`config.mk`:
```
export PLATFORM = sky130hd
export DESIGN_NAME = bpa_ctrl
export DESIGN_NICKNAME = d
export VERILOG_FILES = /design/src/rtl/bpa_pkg.sv /design/src/rtl/bpa_ctrl.sv
export SDC_FILE = /design/constraint.sdc
export NUM_CORES = 1
export LEC_CHECK = 0
export ABC_AREA = 1
export BUFFER_PORTS_ARGS = -buffer_cell sky130_fd_sc_hd__buf_2
export CAP_MARGIN = 40
export CORE_AREA = 4 4 41 43
export CTS_CLUSTER_DIAMETER = 80
export DETAILED_ROUTE_END_ITERATION = 8
export DIE_AREA = 0 0 45 47
export GPL_TIMING_DRIVEN = 0
export PLACE_DENSITY = 0.78
export SLEW_MARGIN = 20
export SYNTH_ARGS = -nofsm -noshare
export SYNTH_HDL_FRONTEND = slang
export SYNTH_SLANG_ARGS = --single-unit
export TNS_END_PERCENT = 10
```
`constraint.sdc`:
```
create_clock -name clk_i -period 2.6 [get_ports clk_i]
set_input_delay 0.39 -clock clk_i [delete_from_list [all_inputs] [get_ports clk_i]]
set_output_delay 0.39 -clock clk_i [all_outputs]
set_load 0.01 [all_outputs]
```
`src/rtl/bpa_pkg.sv`:
```
// Package for the bitmap page allocator: request/response payloads,
// controller-to-datapath command and status structs, and shared helpers.
// No dependencies.
`default_nettype none

package bpa_pkg;

  // Fixed field widths
  localparam int unsigned ADDR_W    = 41;
  localparam int unsigned FUNC_W    = 2;
  localparam int unsigned WORD_BITS = 32;
  localparam int unsigned IDX_W     = 5;   // bit index within a 32-bit word

  // Request codes
  typedef enum logic [FUNC_W-1:0] {
    FUNC_ALLOC = 2'd0,
    FUNC_FREE  = 2'd1,
    FUNC_MARK  = 2'd2,
    FUNC_NOP   = 2'd3
  } func_e;

  // What goes into the response register
  typedef enum logic [1:0] {
    RES_NONE,
    RES_PAGE,
    RES_OOR
  } res_sel_e;

  typedef struct packed {
    logic [FUNC_W-1:0] func;
    logic [ADDR_W-1:0] address;
  } alloc_req_t;

  typedef struct packed {
    logic [ADDR_W-1:0] page_address;
    logic              found;
    logic              out_of_range;
  } alloc_rsp_t;

  // Controller -> datapath
  typedef struct packed {
    logic     cap_req;     // capture request address
    logic     scan_start;  // allocate: start summary scan at chunk 0
    logic     scan_next;   // step to next top-level chunk
    logic     alloc_l3;    // pick L2 word from top chunk, read L2
    logic     alloc_l2;    // pick L1 word from L2 data, read L1
    logic     alloc_l1;    // pick map word from L1 data, read map
    logic     alloc_l0;    // pick page bit from map data
    logic     rd_all;      // free/mark: read all three levels at once
    logic     gate;        // free/mark: qualify read data with summaries
    logic     update;      // write back map word and summaries
    logic     set_bit;     // update sets the page bit, else clears it
    logic     res_load;    // load response register
    res_sel_e res_sel;
  } dp_cmd_t;

  // Datapath -> controller
  typedef struct packed {
    logic chunk_nz;    // current top chunk has a non-empty L2 word
    logic chunk_last;  // current top chunk is the last one
    logic oor;         // captured address lies beyond the map
  } dp_sts_t;

  // Index of the lowest set bit, zero for an empty word
  function automatic logic [IDX_W-1:0] find_first(logic [WORD_BITS-1:0] w);
    logic [IDX_W-1:0] idx;
    idx = '0;
    for (int i = WORD_BITS - 1; i >= 0; i--) begin
      if (w[i]) idx = IDX_W'(i);
    end
    return idx;
  endfunction

endpackage

`default_nettype wire

```
`src/rtl/bpa_ctrl.sv`:
```
// Controller for the bitmap page allocator: sequences one request at a time
// through the datapath and owns the response handshake. Uses bpa_pkg.
`default_nettype none

module bpa_ctrl
  import bpa_pkg::*;
(
  input  wire logic              clk_i,
  input  wire logic              rst_ni,
  input  wire logic              req_valid_i,
  output logic                   req_ready_o,
  input  wire logic [FUNC_W-1:0] req_func_i,
  output logic                   rsp_valid_o,
  input  wire logic              rsp_ready_i,
  output dp_cmd_t                cmd_o,
  input  wire dp_sts_t           sts_i
);

  typedef enum logic [3:0] {
    S_IDLE,
    S_SCAN,
    S_L2,
    S_L1,
    S_L0,
    S_RD,
    S_GATE,
    S_UPD,
    S_DONE
  } state_e;

  state_e            state_q;
  logic [FUNC_W-1:0] func_q;
  res_sel_e          res_sel_q;
  logic              rsp_valid_q;

  assign req_ready_o = (state_q == S_IDLE);
  assign rsp_valid_o = rsp_valid_q;

  // Commands for the current step
  always_comb begin
    cmd_o         = '0;
    cmd_o.set_bit = (func_q == FUNC_FREE);
    cmd_o.res_sel = res_sel_q;
    unique case (state_q)
      S_IDLE: begin
        cmd_o.cap_req    = req_valid_i;
        cmd_o.scan_start = (req_func_i == FUNC_ALLOC);
      end
      S_SCAN: begin
        if (sts_i.chunk_nz) begin
          cmd_o.alloc_l3 = 1'b1;
        end else if (!sts_i.chunk_last) begin
          cmd_o.scan_next = 1'b1;
        end
      end
      S_L2:   cmd_o.alloc_l2 = 1'b1;
      S_L1:   cmd_o.alloc_l1 = 1'b1;
      S_L0:   cmd_o.alloc_l0 = 1'b1;
      S_RD:   cmd_o.rd_all   = !sts_i.oor;
      S_GATE: cmd_o.gate     = 1'b1;
      S_UPD:  cmd_o.update   = 1'b1;
      S_DONE: cmd_o.res_load = !rsp_valid_q || rsp_ready_i;
      default: ;
    endcase
  end

  // State and registered outputs
  always_ff @(posedge clk_i or negedge rst_ni) begin
    if (!rst_ni) begin
      state_q     <= S_IDLE;
      func_q      <= FUNC_NOP;
      res_sel_q   <= RES_NONE;
      rsp_valid_q <= 1'b0;
    end else begin
      if (cmd_o.res_load) begin
        rsp_valid_q <= 1'b1;
      end else if (rsp_ready_i) begin
        rsp_valid_q <= 1'b0;
      end

      unique case (state_q)
        S_IDLE: begin
          if (req_valid_i) begin
            func_q <= req_func_i;
            unique case (req_func_i)
              FUNC_ALLOC: state_q <= S_SCAN;
              FUNC_FREE,
              FUNC_MARK:  state_q <= S_RD;
              default: begin
                res_sel_q <= RES_NONE;
                state_q   <= S_DONE;
              end
            endcase
          end
        end
        S_SCAN: begin
          if (sts_i.chunk_nz) begin
            res_sel_q <= RES_PAGE;
            state_q   <= S_L2;
          end else if (sts_i.chunk_last) begin
            // map full
            res_sel_q <= RES_NONE;
            state_q   <= S_DONE;
          end
        end
        S_L2: state_q <= S_L1;
        S_L1: state_q <= S_L0;
        S_L0: state_q <= S_UPD;
        S_RD: begin
          if (sts_i.oor) begin
            res_sel_q <= RES_OOR;
            state_q   <= S_DONE;
          end else begin
            res_sel_q <= RES_NONE;
            state_q   <= S_GATE;
          end
        end
        S_GATE: state_q <= S_UPD;
        S_UPD:  state_q <= S_DONE;
        S_DONE: begin
          if (cmd_o.res_load) state_q <= S_IDLE;
        end
        default: state_q <= S_IDLE;
      endcase
    end
  end

  // A new response never overwrites one still waiting
  a_no_overwrite: assert property (@(posedge clk_i) disable iff (!rst_ni)
    cmd_o.res_load |-> (!rsp_valid_q || rsp_ready_i))
    else $error("response register overwritten");

  // At most one datapath step per cycle
  a_one_step: assert property (@(posedge clk_i) disable iff (!rst_ni)
    $onehot0({cmd_o.scan_next, cmd_o.alloc_l3, cmd_o.alloc_l2, cmd_o.alloc_l1,
              cmd_o.alloc_l0, cmd_o.rd_all, cmd_o.gate, cmd_o.update,
              cmd_o.res_load}))
    else $error("more than one datapath step issued");

  // One request at a time
  a_busy_after_accept: assert property (@(posedge clk_i) disable iff (!rst_ni)
    (req_valid_i && req_ready_o) |=> !req_ready_o)
    else $error("request accepted while busy");

endmodule

`default_nettype wire

```
# Word-level counts from Yosys, hierarchy flattened
# Cells that the tools add are included.
[word_totals]
reg_bits = 9
input_bits = 9
output_inout_bits = 16
wordCells = 59
[classes]
eq_ne = 15
muxes = 27
reduce_logical = 13
[op_table]
columns = ["op", "count"]
rows = [
  ["4-bit case mux with 8 select lines", 1],
  ["4-bit 2-to-1 mux", 5],
  ["4-bit by 3-bit == test with 1-bit output, second input constant", 4],
  ["2-bit 2-to-1 mux", 7],
  ["1-bit 2-to-1 mux", 12],
  ["4-bit by 2-bit == test with 1-bit output, second input constant", 2],
  ["4-bit case mux with 2 select lines", 1],
  ["2-bit inequality test, second input constant", 3],
  ["2-bit case mux with 3 select lines", 1],
  ["2-bit by 1-bit == test with 1-bit output, second input constant", 2],
  ["4-bit by 1-bit == test with 1-bit output, second input constant", 1],
  ["4-bit == test, second input constant", 1],
  ["4-bit zero test", 1],
  ["4-bit AND reduction", 1],
  ["2-bit OR reduction", 2],
  ["3-bit inequality test, second input constant", 1],
  ["3-bit AND reduction", 1],
  ["3-bit nonzero test", 1],
  ["3-bit OR reduction", 1],
  ["2-bit == test, second input constant", 1],
  ["1-bit zero test", 2],
  ["2-bit zero test", 1],
  ["2-bit AND reduction", 1],
  ["2-bit nonzero test", 1],
  ["1-bit logical OR", 1],
]

# Longest topological paths before layout
# Gate-level depths: netlist of run 1.
[logic_depth]
depth_word = 5
depth_mapped = 7
depth_no_buf = 7

# Worst setup path after synthesis of run 1
# Ideal clock, no wire load.
[synth_path]
kind = "register to output"
from = "register state_q[3]"
to = "output port cmd_o[4] (netlist bit)"
arrival_time_ns = 0.946
required_time_ns = 2.210
slack_ns = 1.264
path_stages_with_launch = 4
path_buffers = 0
path_cell_list = "dfrtp_1 nor2_2 inv_1 nor3_1"
[synth_rtl]
columns = ["element", "line", "source"]
rows = [
  ["from (decl)", "bpa_ctrl.sv:31", "state_e state_q;"],
  ["from (signal assigned)", "bpa_ctrl.sv:70", "state_q <= S_IDLE;"],
  ["from (signal assigned)", "bpa_ctrl.sv:86", "FUNC_ALLOC: state_q <= S_SCAN;"],
  ["from (signal assigned)", "bpa_ctrl.sv:88", "FUNC_MARK: state_q <= S_RD;"],
  ["to (decl)", "bpa_ctrl.sv:15", "output dp_cmd_t cmd_o,"],
]

==> Flow_metrics.wiki, run 1 <==
{| class="wikitable"
! Metric !! Value
|-
| Run status || finished, final reports clean
|-
| Placement row count || 13
|-
| Number of enable flip-flop cells after synthesis || 0
|-
| Post-Route Setup TNS || 0 ns
|-
| Worst slack at placement || 1.090 ns
|-
| Total power density per cell area || 1072 nW/um^2
|-
| Post-synth top cells || 17 x inv_1, 17 x nand2_1, 7 x dfrtp_1, 7 x nand3_1, 6 x nor2_1
|-
| Count of state elements after synthesis || 9
|-
| Port Buffers || 24
|-
| N_diodes || 0
|-
| Final setup violation count || 0
|-
| Std-Cell Core Area || 1301 sq um
|-
| DRC violation count after routing || 0
|-
| R2R Path Start || state_q[1]
|-
| CP Class || flip-flop to output pin
|-
| Worst rel slew slack || 0.8103
|-
| FFs w/ async S/R, synth || 1.000
|-
| Vias in the first global route || 593
|-
| Crit. Startpoint || state_q[1]
|-
| Highest Clock Rate || 554.2 MHz
|-
| Arrival time reported for the critical path endpoint || 1.41 ns
|-
| FF-to-FF setup slack || 1.31 ns
|-
| Cell count after synthesis || 85
|-
| Sequential fraction of the synthesis area || 0.3625
|-
| Leading register cell type out of synthesis || dfrtp_1
|-
| Clock tree root driver cell || clkbuf_4
|-
| Worst Max-Slew Pin Slew || 0.2845 ns
|-
| Top post-synthesis cells by area || dfrtp_1 28%, inv_1 10%, nand2_1 10%
|-
| Syn. warnings || 0
|-
| Leakage power of the design || 0.5025 nW
|-
| Die outline height || 47 um
|-
| Clock latency on the worst-skew pair || 0.27 ns
|-
| Number of top-level design ports || 25
|-
| Final Critical Period || 1.804 ns
|-
| CTS buffer count || 3
|-
| Cell area after technology mapping || 628.1 sq um
|-
| 1st-iter DRT viols || 13
|-
| Largest net degree at the start of global routing || 10
|-
| Post-layout nets || 126
|-
| Number of nets with antenna violations after routing || 0
|-
| Clock Skew || 0.001772 ns
|-
| Iteration count of the initial detailed-routing pass || 4
|-
| GRT Overall Usage || 0.1618
|-
| Unrepaired setup endpoints after global routing || no
|-
| Via/cell ratio || 4.845
|-
| DP Cell Count || 124
|-
| Bufs on Longest Clock Path || 2
|-
| Ratio of cells with drive above 1 in the final layout || 0.3860
|-
| Netlist cell types || 19
|-
| Worst supply voltage drop on vdd || 0.0005530 V
|-
| Post-CTS resize count || 0
|-
| Post-CTS setup repair buffer count || 0
|-
| Average wire length per cell after detail routing || 11.06 um
|-
| Area share of the leading cell type in the synthesized netlist || 0.2789
|-
| Post-route worst setup slack || 0.7956 ns
|-
| Count of vias placed by the detailed router || 625
|-
| Reg-to-reg critical path endpoint || state_q[0]
|-
| Wire length of the first global-routing pass || 2.394 mm
|-
| Final cell count without fillers || 129
|-
| Count of endpoints failing hold in the final timing report || 0
|-
| Startpoint kind of the worst setup timing path || flip-flop
|-
| Type of element capturing the critical path || output pin
|-
| Total Die Area || 2115 sq um
|-
| CTS clk-pin slew, worst paths || 0.06 ns
|-
| Number of H-tree levels || 1
|-
| Largest fanout on the critical path || 7
|-
| Area leader, netlist || dfrtp_1
|-
| Die Width || 45 um
|-
| Mean instance size in the synthesized netlist || 7.389 sq um
|-
| Number of sinks on the clock net || 9
|-
| Area added between synthesis and finish || 27.89%
|-
| Overall routed net length || 1.427 mm
|-
| Nets in the synthesized netlist || 96
|-
| Endpoint of the worst setup timing path || cmd_o[13]
|-
| Detailed Place HPWL || 1.189 mm
|-
| GPL Wtd Cong || 0.9074
|-
| Initial antenna violation count || 0
|-
| CP Data Required Time || 2.21 ns
|-
| Share of the clock period used by the worst path || 0.6940
|-
| Number of cells traversed by the worst register-to-register path || 6
|-
| Max Cap Violations || 0
|-
| Leftover overflow at the end of global routing || 0
|-
| Initial cell density of the core || 0.4827
|-
| Max-slew violations || 0
|-
| Type of the most critical hold path || primary input to flip-flop
|-
| TritonCTS clock tree || built
|}
through the flow:
step / utilization / instance area (sq um) / power (mW) / hold slack (ns)
after floorplan: - / 628.1 / 0.6057 / 0.09441
after global placement: 0.5894 / 767.0 / 0.7357 / 0.2537
after detailed placement: 0.5894 / 767.0 / 0.7546 / 0.2541
after CTS: 0.6173 / 803.3 / 0.8721 / 0.3904
after global routing: 0.6173 / 803.3 / 0.9414 / 0.4007
final: 0.6173 / 803.3 / 0.8615 / 0.3833
final cells by class:
cell class              count  area [sq um]
well taps                  15         18.77
inverters                  20         75.07
repair buffers             25         130.1
flip-flops and latches      9         227.7
fillers                   117         498.0
clock buffers               4         26.28
multi-input cells          56         325.3
sequential cells by signal (all words and copies together) (netlist names):
signal / count
rsp_valid_o: 1
func_q: 2
state_q: 4
res_sel_q: 2
how the worst min path moves through the flow:
stage,start,endpoint,depth (start not counted)
floorplan,rst_ni,res_sel_q[0],0
global placement,rst_ni,state_q[0],1
CTS,req_func_i[0],func_q[0],3
finish,req_func_i[0],func_q[0],3
global route,req_func_i[0],func_q[0],3
detailed placement,rst_ni,state_q[0],1
cell families after synthesis:
family | after synthesis | synth area share
DFF | 9 | 0.3626
AOI/OAI and AO/OA | 6 | 0.06771
adders and majority gates | 2 | 0.03983
buffers and inverters | 20 | 0.1195
and+or+nand+nor | 48 | 0.4103
where the power goes:
part           leakage, nW  total, mW  internal [mW]  switching, mW
clock network       0.0150      0.114         0.0594         0.0544
logic                0.375      0.477          0.177          0.300
registers            0.112      0.271          0.212         0.0593
total                0.503      0.861          0.448          0.413
timing repair:
item | CTS | global route
hold buffers | 1 | 0
setup endpoints to repair | 0 | 0
hold endpoints to repair | 7 | 0
worst max-delay path: stages (launching register included):
cell	delay (ns)
dfrtp_1	0.48
nor2_2	0.26
nand2_2	0.13
nor2_4	0.13
buf_2	0.14
placed cells by master, fill, tap and decap left out:
cell type	count
buf_2	24
inv_1	17
nand2_1	17
nand3_1	7
dfrtp_1	7
nor2_1	6
nor2_2	4
nor2_4	3
nand2_2	3
inv_2	3
nand3b_1	3
clkbuf_4	3
nor3_1	2
nand3_2	2
o21a_1	2
o21bai_1	2
ha_1	2
dfstp_2	2
nand4_1	1
o21ai_0	1
o211ai_1	1
clkbuf_1	1
dlygate4sd3_1	1
metal layers:
| layer | vias up | track usage | wire length (um) |
|---|---|---|---|
| met3 | 5 | 0.02299 | 56 |
| met5 | - | 0 | 0 |
| met2 | 16 | 0.2768 | 690 |
| li1 | 320 | - | - |
| met4 | 0 | 0.1228 | 49 |
| met1 | 284 | 0.1818 | 630 |
(Power assumes the default switching activity.)
==> inputs of run 2 (changes only) <==
- CORE_AREA: 4 4 41 43 -> unset
- CORE_MARGIN: unset -> 4
- CORE_UTILIZATION: unset -> 46
- DIE_AREA: 0 0 45 47 -> unset
- PLACE_DENSITY: 0.78 -> 0.76
- clock period: 2.6 -> 1.7 ns (I/O delays scaled with it)
==> Flow_metrics.wiki, run 2 (synthesis results as in run 1) <==
{| class="wikitable"
! Metric !! Value
|-
| Highest Clock Rate || 619.8 MHz
|-
| Worst rel slew slack || 0.8441 (+0.03380)
|-
| Cell repeated most along the worst path || nor2_4
|-
| Area of the multi-input gates || 335.3 sq um (+3.1%)
|-
| Ratio of cells with drive above 1 in the final layout || 0.3947 (+0.008772)
|-
| Unrepaired setup endpoints after global routing || yes
|-
| 1st-iter DRT viols || 24 (+11)
|-
| Share of the clock period used by the worst path || 0.9491
|-
| Iteration count of the initial detailed-routing pass || 4 (unchanged)
|-
| Final Power || 1.343 mW (+56%)
|-
| Std-Cell Core Area || 1301 sq um (unchanged)
|-
| Comb power frac || 0.550 (-0.003)
|-
| Fill count || 124 (+6.0%)
|-
| Cell Area, Placed || 767.0 sq um (unchanged)
|-
| CTS buffer count || 3 (unchanged)
|-
| Leakage power of the design || 0.5032 nW (+0.14%)
|-
| Type of element capturing the critical path || output pin
|-
| Wire length of the first global-routing pass || 2.421 mm (+1.1%)
|-
| Fraction of power consumed by the clock network || 0.130 (-0.002)
|-
| DRC violation count after routing || 0 (unchanged)
|-
| Max-slew violations || 0 (unchanged)
|-
| Largest fanout on the critical path || 9 (+2)
|-
| Slowest cell on the critical path || dfrtp_1
|-
| Number of top-level design ports || 25 (unchanged)
|-
| Most frequent cells in the layout || 24 x buf_2, 17 x inv_1, 17 x nand2_1, 7 x nand3_1
|-
| Startpoint kind of the worst setup timing path || flip-flop
|-
| TritonCTS clock tree || built
|-
| Die Width || 44.95 um (-0.11%)
|-
| Via/cell ratio || 4.930 (+1.8%)
|-
| Largest registers || state_q (4), func_q (2), res_sel_q (2)
|-
| Switching Share || 0.4811 (+0.001080)
|-
| Arrival time reported for the critical path endpoint || 1.36 ns (-0.05 ns)
|-
| GRT Overall Usage || 0.1672 (+0.005463)
|-
| Cell chain of the critical path || nor2_4 > nand2_2 > nor2_4 > buf_2
|-
| Average wire length per cell after detail routing || 10.93 um (-1.2%)
|-
| Leftover overflow at the end of global routing || 0 (unchanged)
|-
| Number of cells traversed by the worst register-to-register path || 6 (unchanged)
|-
| Post-layout nets || 126 (unchanged)
|-
| Number of sinks on the clock net || 9 (unchanged)
|-
| Initial antenna violation count || 0 (unchanged)
|-
| Bufs on Longest Clock Path || 2 (unchanged)
|-
| Run status || finished, final reports clean
|-
| Post-Route Hold Slack || 0.2522 ns (-0.1311 ns)
|-
| Max Cap Violations || 0 (unchanged)
|-
| Vias in the first global route || 596 (+0.51%)
|-
| N_diodes || 0 (unchanged)
|-
| Total power density per cell area || 1649 nW/um^2 (+54%)
|-
| Number of stages on the worst setup path || 4 (unchanged)
|-
| CP Data Required Time || 1.44 ns (-0.77 ns)
|-
| Die outline height || 44.95 um (-4.4%)
|-
| Number of H-tree levels || 1 (unchanged)
|-
| Overall routed net length || 1.410 mm (-1.2%)
|-
| Count of vias placed by the detailed router || 636 (+1.8%)
|-
| CTS clk-pin slew, worst paths || 0.06 ns (about the same)
|-
| Most common cell after layout, fill and taps aside || buf_2
|-
| Post-CTS setup repair buffer count || 0 (unchanged)
|-
| Delay of the slowest cell on the worst path || 0.45 ns (-0.03 ns)
|-
| Detailed Place HPWL || 1.138 mm (-4.3%)
|-
| Largest net degree at the start of global routing || 10 (unchanged)
|-
| Seq pwr share || 0.319 (+0.004)
|-
| Family with the most delay on the worst path || simple AND/OR/NAND/NOR gates
|-
| Post-route worst setup slack || 0.08659 ns (-0.7090 ns)
|-
| Final Critical Period || 1.613 ns
|-
| Type of the most critical hold path || primary input to flip-flop
|-
| Worst Max-Slew Pin Slew || 0.2338 ns (-0.05071 ns)
|-
| Number of nets with antenna violations after routing || 0 (unchanged)
|-
| Worst supply voltage drop on vdd || 0.0009632 V (+74%)
|-
| GPL Wtd Cong || 0.8841 (-2.6%)
|-
| Placement row count || 13 (unchanged)
|-
| Number of cells on the worst hold path || 3 (unchanged)
|-
| Clock latency on the worst-skew pair || 0.27 ns (about the same)
|-
| Clock Skew || 0.0003340 ns (-0.001438 ns)
|-
| Initial cell density of the core || 0.4827 (unchanged)
|-
| Combined flip-flop and latch cell area || 229.0 sq um (+0.55%)
|-
| Clock tree root driver cell || clkbuf_4
|-
| Switching power || 0.6460 mW (+56%)
|-
| Buffers plus inverters on the worst setup path || 1 (unchanged)
|-
| Final cell area excluding filler cells || 814.5 sq um (+1.4%)
|-
| Final setup violation count || 0 (unchanged)
|-
| Port Buffers || 24 (unchanged)
|-
| Worst slack at placement || 0.3369 ns (-0.7532 ns)
|-
| Area added between synthesis and finish || 29.68%
|-
| Count of endpoints failing hold in the final timing report || 0 (unchanged)
|-
| Total Die Area || 2021 sq um (-4.5%)
|-
| Post-Route Setup TNS || 0 ns (unchanged)
|-
| Flip-flop count of the largest register, all copies and words added || 4 (unchanged)
|-
| Internal power component || 0.6969 mW (+56%)
|-
| CP Class || flip-flop to output pin
|-
| Register with the most flip-flops || state_q
|}
[run 2: worst paths after layout]
kind                          endpoint  slack (ns)     startpoint
max                          cmd_o[13]        0.09     state_q[3]
min                          func_q[0]        0.25  req_func_i[0]
max reg2reg                 state_q[2]        0.48     state_q[0]
min reg2reg                  func_q[0]        0.52      func_q[0]
max in group asynchronous    func_q[0]        1.10         rst_ni
min in group asynchronous  rsp_valid_o        0.35         rst_ni
[run 2: worst min-delay path: cells and delay by family]
kind                   cells  cell delay [ns]
AOI/OAI and AO/OA          1             0.08
buffers and inverters      1             0.12
and+or+nand+nor            1             0.06
[run 2: final cells by class]
class	instances	share of cell area
well taps	15	0.02304
flip-flops and latches	9	0.2811
multi-input cells	56	0.4117
inverters	20	0.09217
repair buffers	25	0.1598
clock buffers	4	0.03226
[run 2: timing repair]
action	4_1_cts	5_1_grt
hold buffers	1	0
resized for setup	0	3
setup endpoints to repair	0	6
endpoints found under the hold margin	7	0
[run 2: stage by stage]
| stage | instances | util |
|---|---|---|
| after floorplan | 85 | - |
| after detailed placement | 124 | 0.5894 |
| after CTS | 129 | 0.6173 |
| after global routing | 129 | 0.6260 |
| final | 129 | 0.6260 |
| after global placement | 124 | 0.5894 |
[run 2: power groups by stage]
stage / combinational, mW / clock [mW] / sequential [mW]
5_1_grt: 0.827 / 0.184 / 0.444
2_1_floorplan: 0.508 / 0 / 0.418
3_5_place_dp: 0.728 / 0 / 0.421
4_1_cts: 0.736 / 0.176 / 0.417
3_3_place_gp: 0.714 / 0 / 0.413
6_report: 0.739 / 0.175 / 0.429
[run 2: per-layer routing]
metal / wire [um] / part of all wire / track usage
met4: 39 / 0.028 / 0.1053
met3: 90 / 0.064 / 0.05179
met1: 567 / 0.40 / 0.1886
met2: 713 / 0.51 / 0.2712
met5: 0 / 0 / 0
==> inputs of run 3 (changes only) <==
- ABC_AREA: 1 -> 0
- CORE_UTILIZATION: 46 -> 47
- PLACE_DENSITY: 0.76 -> 0.77
==> Flow_metrics.wiki, run 3 <==
{| class="wikitable"
! Metric !! Value
|-
| Type of the most critical hold path || primary input to flip-flop
|-
| Sequential fraction of the synthesis area || 0.3339 (-0.02860)
|-
| Iteration count of the initial detailed-routing pass || 4 (unchanged)
|-
| Max Cap Violations || 0 (unchanged)
|-
| GRT Overall Usage || 0.1717 (+0.004534)
|-
| Die Width || 46.09 um (+2.5%)
|-
| Placement row count || 13 (unchanged)
|-
| Number of top-level design ports || 25 (unchanged)
|-
| Mean instance size in the synthesized netlist || 9.092 sq um (+23%)
|-
| Average wire length per cell after detail routing || 14.26 um (+30%)
|-
| Largest net degree at the start of global routing || 11 (+1)
|-
| Bufs on Longest Clock Path || 2 (unchanged)
|-
| Leakage power of the design || 0.4975 nW (-1.1%)
|-
| Std-Cell Core Area || 1334 sq um (+2.5%)
|-
| FFs w/ async S/R, synth || 1.000 (unchanged)
|-
| Post-Route Hold Slack || 0.2583 ns (+0.006092 ns)
|-
| Total power density per cell area || 1749 nW/um^2 (+6.1%)
|-
| Flip-flop count of the largest register, all copies and words added || 4 (unchanged)
|-
| Clock tree root driver cell || clkbuf_4
|-
| Post-route worst setup slack || -0.02504 ns (-0.1116 ns)
|-
| Final cell area excluding filler cells || 970.9 sq um (+19%)
|-
| Count of endpoints failing hold in the final timing report || 0 (unchanged)
|-
| Total Die Area || 2124 sq um (+5.1%)
|-
| Count of state elements after synthesis || 9 (unchanged)
|-
| Cell Area, Placed || 820.8 sq um (+7.0%)
|-
| Arrival time reported for the critical path endpoint || 1.47 ns (+0.11 ns)
|-
| Largest fanout on the critical path || 10 (+1)
|-
| Fill count || 106 (-15%)
|-
| CP Data Required Time || 1.44 ns (about the same)
|-
| Cell area after technology mapping || 681.9 sq um (+8.6%)
|-
| Count of vias placed by the detailed router || 692 (+8.8%)
|-
| Cell count after synthesis || 75 (-12%)
|-
| Worst Max-Slew Pin Slew || 0.3219 ns (+0.08813 ns)
|-
| Post-Route Setup TNS || -0.02504 ns (-0.02504 ns)
|-
| Area added between synthesis and finish || 42.39%
|-
| Startpoint kind of the worst setup timing path || flip-flop
|-
| CTS buffer count || 3 (unchanged)
|-
| Most frequent cells in the layout || 24 x buf_2, 7 x nor2_1, 6 x buf_4, 5 x inv_1, 5 x nand2_1
|-
| Most common cell after layout, fill and taps aside || buf_2
|-
| Area leader, netlist || dfrtp_1
|-
| Register with the most flip-flops || state_q
|-
| Port Buffers || 24 (unchanged)
|-
| Run status || finished with violations
|-
| Post-layout nets || 123 (-2.4%)
|-
| Post-synth top cells || 8 x nor2_1, 7 x dfrtp_1, 5 x inv_1, 5 x nand2_1
|-
| DRC violation count after routing || 0 (unchanged)
|-
| Ratio of cells with drive above 1 in the final layout || 0.5045 (+0.1098)
|-
| CTS clk-pin slew, worst paths || 0.06 ns (about the same)
|-
| Leading cell type by number of instances after synthesis || nor2_1
|-
| Die outline height || 46.09 um (+2.5%)
|-
| Wire length of the first global-routing pass || 2.642 mm (+9.1%)
|-
| N_diodes || 0 (unchanged)
|-
| Worst supply voltage drop on vdd || 0.0009811 V (+1.9%)
|-
| Largest registers || state_q (4), func_q (2), res_sel_q (2)
|-
| Leading register cell type out of synthesis || dfrtp_1
|-
| Failing checks || negative setup slack
|-
| Final setup violation count || 1 (+1)
|-
| Initial antenna violation count || 0 (unchanged)
|-
| Netlist cell types || 33 (+14)
|-
| Clock latency on the worst-skew pair || 0.26 ns (about the same)
|-
| Area share of the leading cell type in the synthesized netlist || 0.2569 (-0.02200)
|-
| Final Critical Period || 1.725 ns (+0.1116 ns)
|-
| Unrepaired setup endpoints after global routing || yes
|-
| Clock Skew || 0.001080 ns (+0.0007458 ns)
|-
| Final design utilization || 0.7280 (+0.1020)
|-
| Number of H-tree levels || 1 (unchanged)
|-
| Overall routed net length || 1.797 mm (+27%)
|-
| Initial cell density of the core || 0.5113 (+0.02857)
|-
| Vias in the first global route || 631 (+5.9%)
|-
| Number of nets with antenna violations after routing || 0 (unchanged)
|-
| Type of element capturing the critical path || output pin
|-
| Detailed Place HPWL || 1.240 mm (+8.9%)
|-
| 1st-iter DRT viols || 10 (-58%)
|-
| GPL Wtd Cong || 0.7979 (-9.8%)
|-
| Leftover overflow at the end of global routing || 0 (unchanged)
|-
| Worst rel slew slack || 0.7838 (-0.06036)
|-
| Via/cell ratio || 5.492 (+11%)
|-
| Highest Clock Rate || 579.7 MHz (-6.5%)
|-
| CP Class || flip-flop to output pin
|-
| Syn. warnings || 0 (unchanged)
|-
| Worst slack at placement || 0.2463 ns (-0.09057 ns)
|-
| Number of sinks on the clock net || 9 (unchanged)
|-
| Top post-synthesis cells by area || dfrtp_1 26%, dfstp_2 7.7%, mux2_4 4.4%
|-
| Nets in the synthesized netlist || 86 (-10%)
|-
| Share of the clock period used by the worst path || 1.015 (+0.06566)
|-
| TritonCTS clock tree || built
|-
| Max-slew violations || 0 (unchanged)
|-
| FF-to-FF setup slack || 0.21 ns (-0.27 ns)
|-
| Number of enable flip-flop cells after synthesis || 0 (unchanged)
|}
-- run 3: changes by cell type in the layout (fill, tap and decap cells not counted), moves of 3 or more --
| cell | change |
|---|---|
| buf_4 | +6 |
| buf_6 | +3 |
| dfrtp_1 | -3 |
| dfrtp_2 | +3 |
| inv_1 | -12 |
| inv_2 | -3 |
| nand2_1 | -12 |
| nand2b_1 | +4 |
| nand3_1 | -5 |
| nand3b_1 | -3 |
| nor2_4 | -4 |
-- run 3: kinds of logic after synthesis --
logic type	Yosys count	share of synthesized area
and+or+nand+nor	37	0.3211
AOI/OAI and AO/OA	16	0.1982
buffers and inverters	9	0.06605
DFF	9	0.3339
muxes	2	0.04404
adders and majority gates	2	0.03669
-- run 3: worst paths after layout --
kind	startpoint	end	depth (start not counted)
worst max-delay path	state_q[0]	cmd_o[9]	5
worst min-delay path	req_func_i[0]	func_q[0]	2
worst max register to register	state_q[2]	state_q[3]	4
worst min register to register	res_sel_q[0]	res_sel_q[0]	1
max in group asynchronous	rst_ni	func_q[1]	2
min in group asynchronous	rst_ni	state_q[2]	2
-- run 3: critical path, cell delays in order, from the launching register on --
cell	delay, ns
dfrtp_2	0.45
buf_6	0.16
inv_1	0.13
nand2_1	0.11
nor3_1	0.18
buf_2	0.17
-- run 3: power breakdown --
part	total, mW	switching (mW)	leakage [nW]	internal, mW
Sequential	0.425	0.0927	0.107	0.333
Combinational	1.10	0.540	0.376	0.561
Clock	0.172	0.0813	0.0150	0.0908
-- run 3: final cells by class --
type                       instances  area, sq um  share of cell area
multi-input combinational         57        437.9              0.4510
tap                               15        18.77             0.01933
sequential                         9        232.7              0.2397
inverter                           5        18.77             0.01933
timing repair buffer              32        198.9              0.2049
buffer                             4        37.54             0.03866
clock buffer                       4        26.28             0.02706
-- run 3: timing repair --
item | CTS | global route
setup endpoints to repair | 5 | 8
hold buffers | 1 | 0
cloned | 0 | 1
pin swaps | 1 | 2
endpoints found under the hold margin | 7 | 0
gates resized for setup | 4 | 13
setup buffers | 0 | 6
-- run 3: through the flow --
stage          total power [mW]  instances
2_1_floorplan             1.037         75
3_3_place_gp              1.251        114
3_5_place_dp              1.269        114
4_1_cts                   1.468        119
5_1_grt                   1.823        126
6_report                  1.699        126
-- run 3: routing by layer --
metal,GRT usage,up-vias,share of wire
met5,0,-,0
met4,0.05114,0,0.011
met3,0.02344,3,0.057
met2,0.2720,23,0.48
met1,0.2410,328,0.45
li1,-,338,-
